[src/design/prime_field_arith_unit_macros.svh]
// Assertion macros for the prime field arithmetic unit
`ifndef PRIME_FIELD_ARITH_UNIT_MACROS_SVH
`define PRIME_FIELD_ARITH_UNIT_MACROS_SVH

// same-cycle implication
`define PFA_ASSERT_NOW(lbl, clk, rst_n, ante, cons, msg) \
  lbl: assert property (@(posedge clk) disable iff (!rst_n) (ante) |-> (cons)) else $error(msg);

// next-cycle implication
`define PFA_ASSERT_NEXT(lbl, clk, rst_n, ante, cons, msg) \
  lbl: assert property (@(posedge clk) disable iff (!rst_n) (ante) |=> (cons)) else $error(msg);

`endif

[src/design/pfa_pkg.sv]
// ----------------------------------------------------------------------------
// pfa_pkg
// Shared types and codes of the prime field arithmetic unit.
// ----------------------------------------------------------------------------
package pfa_pkg;

  localparam int unsigned WordW = 31;
  localparam int unsigned ExpW  = 63;
  localparam int unsigned ModeW = 3;

  localparam logic [WordW-1:0] ModulusReset = 31'd1000000007;

  // operation codes
  localparam logic [ModeW-1:0] MODE_ADD = 3'd0;
  localparam logic [ModeW-1:0] MODE_SUB = 3'd1;
  localparam logic [ModeW-1:0] MODE_MUL = 3'd2;
  localparam logic [ModeW-1:0] MODE_POW = 3'd3;
  localparam logic [ModeW-1:0] MODE_DIV = 3'd4;

  typedef enum logic [2:0] {
    ST_IDLE,
    ST_RED_A,
    ST_RED_B,
    ST_POW_CHK,
    ST_POW_ACC,
    ST_POW_SQ,
    ST_FINAL,
    ST_DONE
  } state_e;

  // request to the modular multiplier
  typedef struct packed {
    logic             start;
    logic [WordW-1:0] x;
    logic [WordW-1:0] y;
  } mm_req_t;

  // response from the modular multiplier
  typedef struct packed {
    logic             done;
    logic [WordW-1:0] prod;
  } mm_rsp_t;

endpackage

[src/design/pfa_modmul.sv]
// ----------------------------------------------------------------------------
// pfa_modmul
// Bit-serial interleaved modular multiplier: (x * y) mod m, one bit of y per
// cycle, MSB first. Requires x < m, or x = 1 for plain reduction of y.
// ----------------------------------------------------------------------------
module pfa_modmul (
  input  logic                       clk_i,
  input  logic                       rst_ni,
  input  logic [pfa_pkg::WordW-1:0]  mod_i,
  input  pfa_pkg::mm_req_t           req_i,
  output pfa_pkg::mm_rsp_t           rsp_o
);

  localparam int unsigned CntW = $clog2(pfa_pkg::WordW);

  logic                      busy_q, busy_d;
  logic                      done_q, done_d;
  logic [CntW-1:0]           cnt_q, cnt_d;
  logic [pfa_pkg::WordW-1:0] r_q, r_d;
  logic [pfa_pkg::WordW-1:0] x_q, x_d;
  logic [pfa_pkg::WordW-1:0] y_q, y_d;

  logic [pfa_pkg::WordW+1:0] t, t_m1, t_m2, m1, m2;
  logic [pfa_pkg::WordW-1:0] r_step;

  // one step: r = (2r + bit*x) mod m, with 2r + x < 3m
  always_comb begin
    m1     = {2'b00, mod_i};
    m2     = {1'b0, mod_i, 1'b0};
    t      = {1'b0, r_q, 1'b0} + (y_q[pfa_pkg::WordW-1] ? {2'b00, x_q} : '0);
    t_m1   = t - m1;
    t_m2   = t - m2;
    if (t >= m2) begin
      r_step = t_m2[pfa_pkg::WordW-1:0];
    end else if (t >= m1) begin
      r_step = t_m1[pfa_pkg::WordW-1:0];
    end else begin
      r_step = t[pfa_pkg::WordW-1:0];
    end
  end

  // step sequencing
  always_comb begin
    busy_d = busy_q;
    done_d = 1'b0;
    cnt_d  = cnt_q;
    r_d    = r_q;
    x_d    = x_q;
    y_d    = y_q;
    if (req_i.start) begin
      busy_d = 1'b1;
      cnt_d  = CntW'(pfa_pkg::WordW - 1);
      r_d    = '0;
      x_d    = req_i.x;
      y_d    = req_i.y;
    end else if (busy_q) begin
      r_d = r_step;
      y_d = {y_q[pfa_pkg::WordW-2:0], 1'b0};
      if (cnt_q == '0) begin
        busy_d = 1'b0;
        done_d = 1'b1;
      end else begin
        cnt_d = cnt_q - 1'b1;
      end
    end
  end

  always_ff @(posedge clk_i or negedge rst_ni) begin
    if (!rst_ni) begin
      busy_q <= 1'b0;
      done_q <= 1'b0;
      cnt_q  <= '0;
    end else begin
      busy_q <= busy_d;
      done_q <= done_d;
      cnt_q  <= cnt_d;
    end
  end

  always_ff @(posedge clk_i) begin
    r_q <= r_d;
    x_q <= x_d;
    y_q <= y_d;
  end

  assign rsp_o.done = done_q;
  assign rsp_o.prod = r_q;

endmodule

[src/design/prime_field_arith_unit.sv]
// ----------------------------------------------------------------------------
// prime_field_arith_unit
// Add, subtract, multiply, power and Fermat divide modulo a configured prime.
// ----------------------------------------------------------------------------
// Usage: pulse start_i while busy_o is low; the item is taken at that edge and
// busy_o stays high until the residue appears on residue_o with a one-cycle
// result_valid_o strobe, which the receiver cannot stall. All work runs on one
// bit-serial modular multiplier. Both operands are first reduced through it.
// Multiply then adds one product; power and divide add a squaring per exponent
// bit and a product per set exponent bit, and divide a final product. The
// modulus must be written through the cfg channel only while the unit is idle;
// the unit itself does not enforce this. A modulus of 0 yields 0.
// ----------------------------------------------------------------------------
`include "prime_field_arith_unit_macros.svh"

module prime_field_arith_unit (
  input  logic                        clk_i,
  input  logic                        rst_ni,
  input  logic                        start_i,
  output logic                        busy_o,
  input  logic [pfa_pkg::ModeW-1:0]   mode_i,
  input  logic [pfa_pkg::WordW-1:0]   operand_a_i,
  input  logic [pfa_pkg::WordW-1:0]   operand_b_i,
  input  logic [pfa_pkg::ExpW-1:0]    exponent_i,
  output logic                        result_valid_o,
  output logic [pfa_pkg::WordW-1:0]   residue_o,
  input  logic                        cfg_valid_i,
  output logic                        cfg_ready_o,
  input  logic [pfa_pkg::WordW-1:0]   cfg_data_i
);

  pfa_pkg::state_e           state_q, state_d;
  logic [pfa_pkg::WordW-1:0] mod_q;
  logic [pfa_pkg::ModeW-1:0] mode_q;
  logic [pfa_pkg::WordW-1:0] a_q, b_q, acc_q, sq_q, res_q;
  logic [pfa_pkg::ExpW-1:0]  e_q;
  logic                      accept;

  pfa_pkg::mm_req_t mm_req;
  pfa_pkg::mm_rsp_t mm_rsp;

  logic [pfa_pkg::WordW:0]   sum, diff, sum_r, diff_r;
  logic [pfa_pkg::WordW-1:0] one_mod, div_exp;

  assign accept      = start_i && (state_q == pfa_pkg::ST_IDLE);
  assign busy_o      = (state_q != pfa_pkg::ST_IDLE);
  assign cfg_ready_o = 1'b1;

  // add / subtract of reduced operands (b arrives from the multiplier)
  always_comb begin
    sum    = {1'b0, a_q} + {1'b0, mm_rsp.prod};
    diff   = {1'b0, a_q} + {1'b0, mod_q} - {1'b0, mm_rsp.prod};
    sum_r  = (sum  >= {1'b0, mod_q}) ? sum  - {1'b0, mod_q} : sum;
    diff_r = (diff >= {1'b0, mod_q}) ? diff - {1'b0, mod_q} : diff;
    one_mod = (mod_q == pfa_pkg::WordW'(1)) ? '0 : pfa_pkg::WordW'(1);
    div_exp = (mod_q >= pfa_pkg::WordW'(2)) ? mod_q - pfa_pkg::WordW'(2) : '0;
  end

  // next state
  always_comb begin
    state_d = state_q;
    case (state_q)
      pfa_pkg::ST_IDLE: begin
        if (accept) begin
          state_d = (mod_q == '0) ? pfa_pkg::ST_DONE : pfa_pkg::ST_RED_A;
        end
      end
      pfa_pkg::ST_RED_A: begin
        if (mm_rsp.done) state_d = pfa_pkg::ST_RED_B;
      end
      pfa_pkg::ST_RED_B: begin
        if (mm_rsp.done) begin
          case (mode_q)
            pfa_pkg::MODE_MUL: state_d = pfa_pkg::ST_FINAL;
            pfa_pkg::MODE_POW: state_d = pfa_pkg::ST_POW_CHK;
            pfa_pkg::MODE_DIV: state_d = pfa_pkg::ST_POW_CHK;
            default:           state_d = pfa_pkg::ST_DONE;
          endcase
        end
      end
      pfa_pkg::ST_POW_CHK: begin
        if (e_q == '0) begin
          state_d = (mode_q == pfa_pkg::MODE_DIV) ? pfa_pkg::ST_FINAL : pfa_pkg::ST_DONE;
        end else begin
          state_d = e_q[0] ? pfa_pkg::ST_POW_ACC : pfa_pkg::ST_POW_SQ;
        end
      end
      pfa_pkg::ST_POW_ACC: begin
        if (mm_rsp.done) state_d = pfa_pkg::ST_POW_SQ;
      end
      pfa_pkg::ST_POW_SQ: begin
        if (mm_rsp.done) state_d = pfa_pkg::ST_POW_CHK;
      end
      pfa_pkg::ST_FINAL: begin
        if (mm_rsp.done) state_d = pfa_pkg::ST_DONE;
      end
      pfa_pkg::ST_DONE: state_d = pfa_pkg::ST_IDLE;
      default:          state_d = pfa_pkg::ST_IDLE;
    endcase
  end

  // multiplier requests
  always_comb begin
    mm_req = '0;
    case (state_q)
      pfa_pkg::ST_IDLE: begin
        mm_req.start = accept && (mod_q != '0);
        mm_req.x     = pfa_pkg::WordW'(1);
        mm_req.y     = operand_a_i;
      end
      pfa_pkg::ST_RED_A: begin
        mm_req.start = mm_rsp.done;
        mm_req.x     = pfa_pkg::WordW'(1);
        mm_req.y     = b_q;
      end
      pfa_pkg::ST_RED_B: begin
        mm_req.start = mm_rsp.done && (mode_q == pfa_pkg::MODE_MUL);
        mm_req.x     = a_q;
        mm_req.y     = mm_rsp.prod;
      end
      pfa_pkg::ST_POW_CHK: begin
        if (e_q == '0) begin
          mm_req.start = (mode_q == pfa_pkg::MODE_DIV);
          mm_req.x     = a_q;
          mm_req.y     = acc_q;
        end else if (e_q[0]) begin
          mm_req.start = 1'b1;
          mm_req.x     = acc_q;
          mm_req.y     = sq_q;
        end else begin
          mm_req.start = 1'b1;
          mm_req.x     = sq_q;
          mm_req.y     = sq_q;
        end
      end
      pfa_pkg::ST_POW_ACC: begin
        mm_req.start = mm_rsp.done;
        mm_req.x     = sq_q;
        mm_req.y     = sq_q;
      end
      default: mm_req = '0;
    endcase
  end

  pfa_modmul u_modmul (
    .clk_i  (clk_i),
    .rst_ni (rst_ni),
    .mod_i  (mod_q),
    .req_i  (mm_req),
    .rsp_o  (mm_rsp)
  );

  // control registers
  always_ff @(posedge clk_i or negedge rst_ni) begin
    if (!rst_ni) begin
      state_q <= pfa_pkg::ST_IDLE;
      mod_q   <= pfa_pkg::ModulusReset;
    end else begin
      state_q <= state_d;
      if (cfg_valid_i && cfg_ready_o) mod_q <= cfg_data_i;
    end
  end

  // datapath registers
  always_ff @(posedge clk_i) begin
    case (state_q)
      pfa_pkg::ST_IDLE: begin
        if (accept) begin
          mode_q <= mode_i;
          b_q    <= operand_b_i;
          e_q    <= exponent_i;
          res_q  <= '0;
        end
      end
      pfa_pkg::ST_RED_A: begin
        if (mm_rsp.done) a_q <= mm_rsp.prod;
      end
      pfa_pkg::ST_RED_B: begin
        if (mm_rsp.done) begin
          b_q   <= mm_rsp.prod;
          acc_q <= one_mod;
          sq_q  <= (mode_q == pfa_pkg::MODE_DIV) ? mm_rsp.prod : a_q;
          if (mode_q == pfa_pkg::MODE_DIV) e_q <= {{(pfa_pkg::ExpW-pfa_pkg::WordW){1'b0}}, div_exp};
          case (mode_q)
            pfa_pkg::MODE_ADD: res_q <= sum_r[pfa_pkg::WordW-1:0];
            pfa_pkg::MODE_SUB: res_q <= diff_r[pfa_pkg::WordW-1:0];
            default:           res_q <= '0;
          endcase
        end
      end
      pfa_pkg::ST_POW_CHK: begin
        if (e_q == '0) res_q <= acc_q;
      end
      pfa_pkg::ST_POW_ACC: begin
        if (mm_rsp.done) acc_q <= mm_rsp.prod;
      end
      pfa_pkg::ST_POW_SQ: begin
        if (mm_rsp.done) begin
          sq_q <= mm_rsp.prod;
          e_q  <= {1'b0, e_q[pfa_pkg::ExpW-1:1]};
        end
      end
      pfa_pkg::ST_FINAL: begin
        if (mm_rsp.done) res_q <= mm_rsp.prod;
      end
      default: ;
    endcase
  end

  assign result_valid_o = (state_q == pfa_pkg::ST_DONE);
  assign residue_o      = res_q;

  // checks
  `PFA_ASSERT_NEXT(a_start_busy, clk_i, rst_ni, accept, busy_o, "accepted item did not raise busy")
  `PFA_ASSERT_NEXT(a_strobe_one, clk_i, rst_ni, result_valid_o, !result_valid_o && !busy_o,
                   "result strobe longer than one cycle")
  `PFA_ASSERT_NOW(a_res_range, clk_i, rst_ni, result_valid_o && (mod_q != '0), residue_o < mod_q,
                  "residue not below modulus")
  `PFA_ASSERT_NOW(a_mm_idle, clk_i, rst_ni, mm_rsp.done,
                  state_q != pfa_pkg::ST_IDLE && state_q != pfa_pkg::ST_DONE,
                  "multiplier finished outside a multiply state")

endmodule
[config.mk]
export PLATFORM = sky130hd
export DESIGN_NAME = prime_field_arith_unit
export DESIGN_NICKNAME = d
export VERILOG_FILES = /design/src/design/pfa_pkg.sv /design/src/design/pfa_modmul.sv /design/src/design/prime_field_arith_unit.sv
export VERILOG_INCLUDE_DIRS = /design/src /design/src/design
export SDC_FILE = /design/constraint.sdc
export NUM_CORES = 1
export LEC_CHECK = 0
export ABC_AREA = 1
export ABC_CLOCK_PERIOD_IN_PS = 8100
export BUFFER_PORTS_ARGS = -buffer_cell sky130_fd_sc_hd__buf_2
export CAP_MARGIN = 10
export CORE_MARGIN = 3
export CORE_UTILIZATION = 30
export DETAILED_ROUTE_END_ITERATION = 16
export PLACE_DENSITY = 0.48
export SLEW_MARGIN = 10
export SYNTH_ARGS = -nofsm -noshare
export SYNTH_HDL_FRONTEND = slang
export SYNTH_HIERARCHICAL = 1
export SYNTH_SLANG_ARGS = --single-unit
[constraint.sdc]
create_clock -name clk_i -period 8.1 [get_ports clk_i]
set_input_delay 0.81 -clock clk_i [delete_from_list [all_inputs] [get_ports clk_i]]
set_output_delay 0.81 -clock clk_i [all_outputs]
set_load 0.02 [all_outputs]
Word-level counts from Yosys, hierarchy flattened. Cells that the tools add are included.

Eq/ne operators: 21. $add $sub $neg: 10. Order comparisons: 5. Multiplexer cells: 51. Reduce and logical (&&, ||, !) cells: 26.

Operators by type and width (count): 2-to-1 mux 31 bit (16); 2-to-1 mux 63 bit (5); one-hot mux 63 bit (5 select lines) (1); one-hot mux 31 bit (2 select lines) (4); one-hot mux 63 bit (3 select lines) (1); one-hot mux 31 bit (4 select lines) (1); subtractor 31 bit (4); adder 31 x 31 -> 32 bit (2); >= comparator 32 x 31 -> 1 bit (2); zero test 63 bit (1); 2-to-1 mux 62 bit (1); adder 32 x 31 -> 33 bit (1); >= comparator 33 x 31 -> 1 bit (1); >= comparator 33 x 32 -> 1 bit (1); subtractor 32 x 31 -> 32 bit (1); == test 31 x 1 -> 1 bit (second input constant) (1); >= comparator 31 x 2 -> 1 bit (second input constant) (1); zero test 31 bit (1); nonzero test 31 bit (1); subtractor 31 x 2 -> 31 bit (second input constant) (1); one-hot mux 3 bit (8 select lines) (1); 2-to-1 mux 3 bit (7); == test 3 bit (second input constant) (5); 2-to-1 mux 5 bit (3); other kinds (19) (50).

Flip-flop bits (word level): 355. Bits of input ports: 163. Output and inout port bits: 34. Logic and storage cells: 128.

Depth between registers and ports, before layout. Gate-level depths: netlist (run 1).

Depth in word-level cells: 7. Gate-level depth with buffers: 34. Gate-level depth less buffers: 33.

Modules after synthesis. Netlist (run 1), hierarchy kept.

By module, submodules not included: prime_field_arith_unit (cells an instance 3350, area an instance 23432.5 µm², times used 1, seq. area each 7507.2 µm²); pfa_modmul (cells an instance 1662, area an instance 10621.4 µm², times used 1, seq. area each 2657.5 µm²).

Least setup slack after synthesis (run 1). Ideal clock, no wire load.

Kind: reg-to-reg. Start: register state_q[2]. End: register e_q[0] (netlist bit) (enable). Setup slack: 1.544 ns. Stages on the path, launching flop included: 10. Path buffers: 2. Arrival: 5.978 ns. Setup time: 0.578 ns. Clock period less this slack: 6.556 ns. Data required time: 7.522 ns. Path through: dfrtp_1 > buf_2 > inv_2 > nand2_1 > inv_1 > buf_2 > nor2_2 > inv_1 > o21ai_0 > a211oi_1.

Word-level cells in the longest chain between the ends: 4. Elaborated cells on any way between the ends: 10. Classes of those cells: eq/ne: 6; reduce/logical: 4.

Ends and longest elaborated chain: from (decl) (line prime_field_arith_unit.sv:32) `pfa_pkg::state_e state_q, state_d;`; from (signal assigned) (line prime_field_arith_unit.sv:156) `state_q <= pfa_pkg::ST_IDLE;`; from (signal assigned) (line prime_field_arith_unit.sv:159) `state_q <= state_d;`; zero test 3 bit (line prime_field_arith_unit.sv:45, prime_field_arith_unit.sv:166); logical AND 1 bit (line prime_field_arith_unit.sv:45) `assign accept = start_i && (state_q == pfa_pkg::ST_IDLE);`; inequality test 2 bit (no line); AND reduction 5 bit (no line) (*); to (signal assigned) (line prime_field_arith_unit.sv:171) `e_q <= exponent_i;`; to (signal assigned) (line prime_field_arith_unit.sv:183) `if (mode_q == pfa_pkg::MODE_DIV) e_q <= {{(pfa_pkg::ExpW-pfa_pkg::WordW){1'b0}}, div_exp};`; to (signal assigned) (line prime_field_arith_unit.sv:200) `e_q <= {1'b0, e_q[pfa_pkg::ExpW-1:1]};`; to (decl) (line prime_field_arith_unit.sv:36) `logic [pfa_pkg::ExpW-1:0] e_q;`.

Every way passes the cells marked *; elsewhere a longest branch is shown, timed or not. A chain may end at the register's enable or synchronous reset.

Worst setup path in the final report (run 1).
Start: register mod_q[20] (netlist bit). End: register res_q, in the netlist residue_o[0], data pin.

Word-level cells in the longest chain between the ends: 7. Elaborated cells on any way between the ends: 9. Classes of those cells: add/sub: 2; order compare: 2; mux: 5.

Ends and longest elaborated chain: from (decl) (line prime_field_arith_unit.sv:33) `logic [pfa_pkg::WordW-1:0] mod_q;`; from (signal assigned) (line prime_field_arith_unit.sv:157) `mod_q <= pfa_pkg::ModulusReset;`; from (signal assigned) (line prime_field_arith_unit.sv:160) `if (cfg_valid_i && cfg_ready_o) mod_q <= cfg_data_i;`; adder 31 x 31 -> 32 bit (line prime_field_arith_unit.sv:52) `diff = {1'b0, a_q} + {1'b0, mod_q} - {1'b0, mm_rsp.prod};`; subtractor 32 x 31 -> 32 bit (line prime_field_arith_unit.sv:52); >= comparator 32 x 31 -> 1 bit (line prime_field_arith_unit.sv:54) `diff_r = (diff >= {1'b0, mod_q}) ? diff - {1'b0, mod_q} : diff;`; 2-to-1 mux 31 bit (line prime_field_arith_unit.sv:54); one-hot mux 31 bit (2 select lines) (*) (line prime_field_arith_unit.sv:184) `case (mode_q)`; 2-to-1 mux 31 bit (*) (line prime_field_arith_unit.sv:179) `if (mm_rsp.done) begin`; one-hot mux 31 bit (4 select lines) (*) (line prime_field_arith_unit.sv:166) `case (state_q)`; to (signal assigned) (line prime_field_arith_unit.sv:185) `pfa_pkg::MODE_ADD: res_q <= sum_r[pfa_pkg::WordW-1:0];`; to (signal assigned) (line prime_field_arith_unit.sv:186) `pfa_pkg::MODE_SUB: res_q <= diff_r[pfa_pkg::WordW-1:0];`; to (signal assigned) (line prime_field_arith_unit.sv:192) `if (e_q == '0) res_q <= acc_q;`; to (decl) (line prime_field_arith_unit.sv:35) `logic [pfa_pkg::WordW-1:0] a_q, b_q, acc_q, sq_q, res_q;`.

Every way passes the cells marked *; elsewhere a longest branch is shown, timed or not. The select of a mux whose other input is x is not followed.

==> results of run 1 <==
-- synth_stat cells (all sizes together) --
cell / count
a211oi: 12
a21boi: 11
a21o: 25
a21oi: 317
a221oi: 22
a22o: 29
a22oi: 3
a31oi: 11
and2: 8
and3: 4
buf: 57
clkbuf: 78
clkinv: 1
conb: 1
dfrtp: 25
dfstp: 16
dfxtp: 31
edfxtp: 283
fa: 37
ha: 220
inv: 817
nand2: 1539
nand2b: 1
nand3: 330
nand3b: 28
nand4: 46
nor2: 407
nor3: 52
nor3b: 1
nor4: 27
o2111ai: 3
o211a: 1
o211ai: 34
o21a: 9
o21ai: 253
o21bai: 36
o221ai: 38
o22ai: 31
o31ai: 1
or2: 4
xnor2: 42
xor2: 121
-- worst register-to-register path: cells and delay by family (launching register included) --
family          cells  cell delay (ns)
simple gates       18             2.81
fa+ha+maj           3             1.47
buf+inv             5             0.67
flops               1             0.56
xor+xnor            1             0.53
compound gates      1             0.15
-- worst paths after layout --
kind                                               start                            end  cells after the start
hold / removal                                    rst_ni  u_modmul/cnt_q[2]$_DFFE_PN0P_                      2
max in group asynchronous                         rst_ni          mod_q[13]$_DFFE_PN0P_                      2
min in group clk_i                             mode_i[1]            mode_q[1]$_DFFE_PP_                      1
setup / recovery                   mod_q[20]$_DFFE_PN1P_         residue_o[0]$_DFFE_PP_                     28
hold reg to reg            u_modmul/cnt_q[4]$_DFFE_PN0P_  u_modmul/cnt_q[4]$_DFFE_PN0P_                      2
setup reg to reg                   mod_q[20]$_DFFE_PN1P_         residue_o[0]$_DFFE_PP_                     28
-- cell families (layout without fill, tap and decap cells) --
group           Yosys count  after routing  synth area share
fa+ha+maj               257            257             0.103
flops                   355            355             0.298
compound gates          836            836             0.147
simple gates           2447           2447             0.299
other cells               1              5          0.000110
buf+inv                 953           1158             0.110
xor+xnor                163            163            0.0419
-- layout make-up --
type | instances | area share
well taps | 1488 | 0.0486
multi-input cells | 3704 | 0.529
inverters | 818 | 0.0802
clock inverters | 27 | 0.00726
repair buffers | 257 | 0.0377
clock buffers | 56 | 0.0313
diodes | 4 | 0.000261
flip-flops and latches | 355 | 0.266
-- sequential cells by signal, indices dropped and copies added, names as in the netlist --
name             count
e_q                 63
a_q                 31
acc_q               31
b_q                 31
mod_q               31
residue_o           31
sq_q                31
u_modmul/r_q        31
u_modmul/x_q        31
u_modmul/y_q        31
u_modmul/cnt_q       5
mode_q               3
state_q              3
u_modmul/busy_q      1
u_modmul/done_q      1
-- through the flow --
stage                     hold slack [ns]  cell area, um2  setup slack [ns]  cells
after floorplan                     0.464           34100              1.54   5012
after global placement              0.491           36800              1.73   6622
after global routing                0.323           38300              1.36   6706
final                               0.281           38300              1.70   6709
after detailed placement            0.484           36800              1.84   6622
after CTS                           0.281           38300              1.83   6705
-- layer usage --
layer | global-route usage | share of wire
met1 | 0.367 | 0.43
met5 | 0 | 0.000079
met2 | 0.441 | 0.45
met3 | 0.0303 | 0.069
met4 | 0.121 | 0.052
==> results.tsv, run 1 <==
metric	value	unit
CTS Buf Count	45	
clk_skew	0.0329	ns
FILL cells	12300	
Initial Util	0.305	
Synth area leaders	edfxtp_1 (25%), nand2_1 (17%), inv_1 (8.8%)	
R2R setup slack	1.70	ns
CP dominant cell by count	nand2_1	
YS warnings	6	
Die W	343	um
Top Ports	197	
# hold bufs at CTS	0	
syn nets	5432	
Root Driver	clkbuf_16	
first-pass GRT wire length	234000	um
antenna violations before repair	8	
DRT iter0 DRCs	3940	
GRT Util Overall	0.273	
Worst-Skew Late Latency	0.62	ns
Post-DP HPWL	132000	um
CP max-delay cell	fa_1	
footprint of the multi-input gates	20300	um2
final core utilization	0.343	
nets@finish	5601	
Antenna Nets Post-Route	0	
post-DR vias/cell	5.29	
storage element area	10200	um2
clk buf depth	3	
Die H	343	um
cts repair resizes	0	
row count	122	
most frequent cells in the layout	nand2_1 (1520), inv_1 (799), nor2_1 (386), nand3_1 (321), a21oi_1 (309)	
Routed WL per cell	24.6	um
Max Clk Rate	156	MHz
delay-heaviest family, CP	simple AND/OR/NAND/NOR gates	
Synth Area per Inst	6.79	um2
Syn-to-layout area delta	12.4	%
final setup fails	0	
max-slew violation count	0	
buffer and inverter count on the worst path	5	
DRC viols	0	
port bufs	195	
core area	112000	um2
CP peak stage delay	0.66	ns
Worst Path Required	8.47	ns
crit path kind	reg -> reg	
top-area cell type share of the netlist area	0.250	
Hold Violations, Final	0	
total length of routed wires	165000	um
Worst-path clk slew	0.07	ns
GP Congestion	0.999	
Syn Std Cell Area	34100	um2
status	finished, final reports clean	
Tmin final	6.40	ns
CTS tree	yes	
critical path peak fanout	32	
layout cell share with drive strength beyond 1	0.0841	
Post-CTS Repair Setup Buffers	0	
worst min path class	in -> async	
commonest non-fill, non-tap cell in the layout	nand2_1	
GRT overflow	0	
clk sink count	355	
die area	118000	um2
pin count of the biggest net entering global routing	65	
#FFs+latches synth	355	
post-synth top area cell	edfxtp_1	
Yosys cell types	60	
Rel. slew slack	0.256	
period utilization	0.790	
CP Launch Type	flip-flop	
RSZ-0062 raised after global routing	no	
DR vias	35500	
element type at the critical path end	flip-flop	
setup TNS	0	ns
worst slew pin tran	1.12	ns
register area share after synthesis	0.298	
Worst Path Arrival	6.78	ns
Cells after Synth	5012	
vias in the first global route	33800	
# H-tree levels	2	
DR pass1 iterations	6	
maxcap violations	0	
Power of run 1 is not shown: default switching activity piles up to over one toggle a cycle in this logic, so the estimate is an artifact.
==> run 2, diff against run 1 <==
--- a/config.mk
+++ b/config.mk
@@ -7,13 +7,13 @@
 export NUM_CORES = 1
 export LEC_CHECK = 0
 export ABC_AREA = 1
-export ABC_CLOCK_PERIOD_IN_PS = 8100
+export ABC_CLOCK_PERIOD_IN_PS = 5690
 export BUFFER_PORTS_ARGS = -buffer_cell sky130_fd_sc_hd__buf_2
 export CAP_MARGIN = 10
 export CORE_MARGIN = 3
 export CORE_UTILIZATION = 30
 export DETAILED_ROUTE_END_ITERATION = 16
-export PLACE_DENSITY = 0.48
+export PLACE_DENSITY = 0.5
 export SLEW_MARGIN = 10
 export SYNTH_ARGS = -nofsm -noshare
 export SYNTH_HDL_FRONTEND = slang
==> constraint.sdc (replaced) <==
create_clock -name clk_i -period 5.69 [get_ports clk_i]
set_input_delay 0.569 -clock clk_i [delete_from_list [all_inputs] [get_ports clk_i]]
set_output_delay 0.569 -clock clk_i [all_outputs]
set_load 0.02 [all_outputs]
==> run 2 against run 1 <==
Sequential share of layout area is 0.53 points lower. First-iteration DRC count is 16% higher. Final area is 2.2% higher. Critical path depth is 1 higher. Flip-flop and latch count stayed put. Largest cell class unchanged.
==> results.tsv, run 2 (synthesis results as in run 1) <==
metric	value	unit	change
element type at the critical path end	flip-flop		unchanged
Rel. slew slack	0.240		was 0.256
Routed WL per cell	24.8	um	was 24.6 um
Top reg by flops	e_q		unchanged
Max Clk Rate	187	MHz	was 156 MHz
pin count of the biggest net entering global routing	65		unchanged
worst slew pin tran	1.14	ns	was 1.12 ns
Tmin final	5.34	ns	was 6.40 ns
Post-DP HPWL	137000	um	was 132000 um
clk buf depth	3		unchanged
GRT Util Overall	0.279		was 0.273
Hold Violations, Final	0		unchanged
DRT iter0 DRCs	4552		was 3940
clk sink count	355		unchanged
Root Driver	clkbuf_16		unchanged
post-DR vias/cell	5.31		was 5.29
worst min path class	in -> async		unchanged
Non-Filler Instances	6803		was 6709
pre-CTS WS	0.266	ns	was 1.84 ns
Post-CTS Repair Setup Buffers	0		unchanged
Top Ports	197		unchanged
first-pass GRT wire length	239000	um	was 234000 um
status	finished, final reports clean		unchanged
Post-Place Cells	6708		was 6622
Die H	343	um	unchanged
DR vias	36100		was 35500
CP peak stage delay	0.61	ns	was 0.66 ns
final setup fails	0		unchanged
nets@finish	5690		was 5601
Antenna Nets Post-Route	0		unchanged
CTS tree	yes		unchanged
GRT overflow	0		unchanged
Die W	343	um	unchanged
die area	118000	um2	unchanged
GP Congestion	1.01		was 0.999
row count	122		unchanged
antenna violations before repair	6		was 8
vias in the first global route	34300		was 33800
core area	112000	um2	unchanged
clk_skew	0.0463	ns	was 0.0329 ns
most frequent cells in the layout	nand2_1 (1518), inv_1 (799), nor2_1 (385), nand3_1 (322), a21oi_1 (307)		was nand2_1 (1520), inv_1 (799), nor2_1 (386), nand3_1 (321), a21oi_1 (309)
critical path peak fanout	7		was 32
post-route setup slack	0.346	ns	was 1.70 ns
DRC viols	0		unchanged
CTS Buf Count	48		was 45
crit path kind	reg -> reg		unchanged
maxcap violations	0		unchanged
period utilization	0.939		was 0.790
Initial Util	0.305		unchanged
Largest register FFs	63		unchanged
Worst Path Arrival	5.74	ns	was 6.78 ns
Worst Path Required	6.08	ns	was 8.47 ns
layout cell share with drive strength beyond 1	0.102		was 0.0841
Syn-to-layout area delta	14.8	%	was 12.4%
# H-tree levels	2		unchanged
DR pass1 iterations	6		unchanged
Worst-Skew Late Latency	0.66	ns	was 0.62 ns
CP max-delay cell	dfxtp_1		was fa_1
max-slew violation count	0		unchanged
commonest non-fill, non-tap cell in the layout	nand2_1		unchanged
port bufs	195		unchanged
Worst-path clk slew	0.06	ns	was 0.07 ns
CP Launch Type	flip-flop		unchanged
CP dominant cell by count	nand2_1		unchanged
total length of routed wires	169000	um	was 165000 um
-- run 2: changes by cell type in the layout (fill, tap and decap cells not counted), sizes merged, moves of 2 or more --
| cell | before | now |
|---|---|---|
| clkinv | 16 | 22 |
| buf | 257 | 343 |
| inv | 822 | 820 |
| clkbuf | 56 | 61 |
-- run 2: per-stage QoR --
step                       util  hold WS [ns]  TNS, ns  area, um2
after floorplan               -         0.273        0      34100
after global placement    0.336         0.484        0      37500
after global routing      0.350        0.0939  -0.0478      39100
after detailed placement  0.336         0.489        0      37500
after CTS                 0.350        0.0532        0      39100
final                     0.350        0.0572        0      39100
-- run 2: layer usage --
layer	part of all wire	GRT usage	vias up
li1	-	-	16900
met1	0.43	0.379	17300
met2	0.44	0.437	1576
met3	0.073	0.0368	278
met4	0.054	0.132	0
met5	0	0	-
-- run 2: final timing paths --
| check | depth (start not counted) | slack (ns) | endpoint | start |
|---|---|---|---|---|
| setup / recovery | 29 | 0.35 | residue_o[24]$_DFFE_PP_ | u_modmul/r_q[0]$_SDFFE_PP0P_ |
| hold / removal | 2 | 0.06 | state_q[1]$_DFFE_PN0P_ | rst_ni |
| setup reg to reg | 29 | 0.35 | residue_o[24]$_DFFE_PP_ | u_modmul/r_q[0]$_SDFFE_PP0P_ |
| hold reg to reg | 2 | 0.51 | u_modmul/y_q[2]$_DFFE_PP_ | u_modmul/y_q[1]$_DFFE_PP_ |
| max in group asynchronous | 2 | 5.12 | mod_q[7]$_DFFE_PN0P_ | rst_ni |
| min in group clk_i | 1 | 0.11 | mode_q[2]$_DFFE_PP_ | mode_i[2] |
-- run 2: final cells by class --
cell class                 count  area [um2]
tap                         1488        1860
antenna                        5        12.5
clock buffer                  61        1250
sequential                   355       10200
timing repair buffer         343        2160
fill                       12200       72500
clock inverter                29         289
multi-input combinational   3704       20300
inverter                     818        3070
-- run 2: worst max-delay path: cells and delay by family (launching register included) --
family,cells,cell delay [ns]
xor+xnor,2,0.53
flops,1,0.61
buf+inv,6,0.77
compound gates,1,0.19
simple gates,16,1.67
fa+ha+maj,4,1.30
-- run 2: timing repair --
item,CTS,global route
hold buffers,0,0
gates resized for setup,0,15
setup endpoints to repair,0,31
Power of run 2 is left out for the same reason.
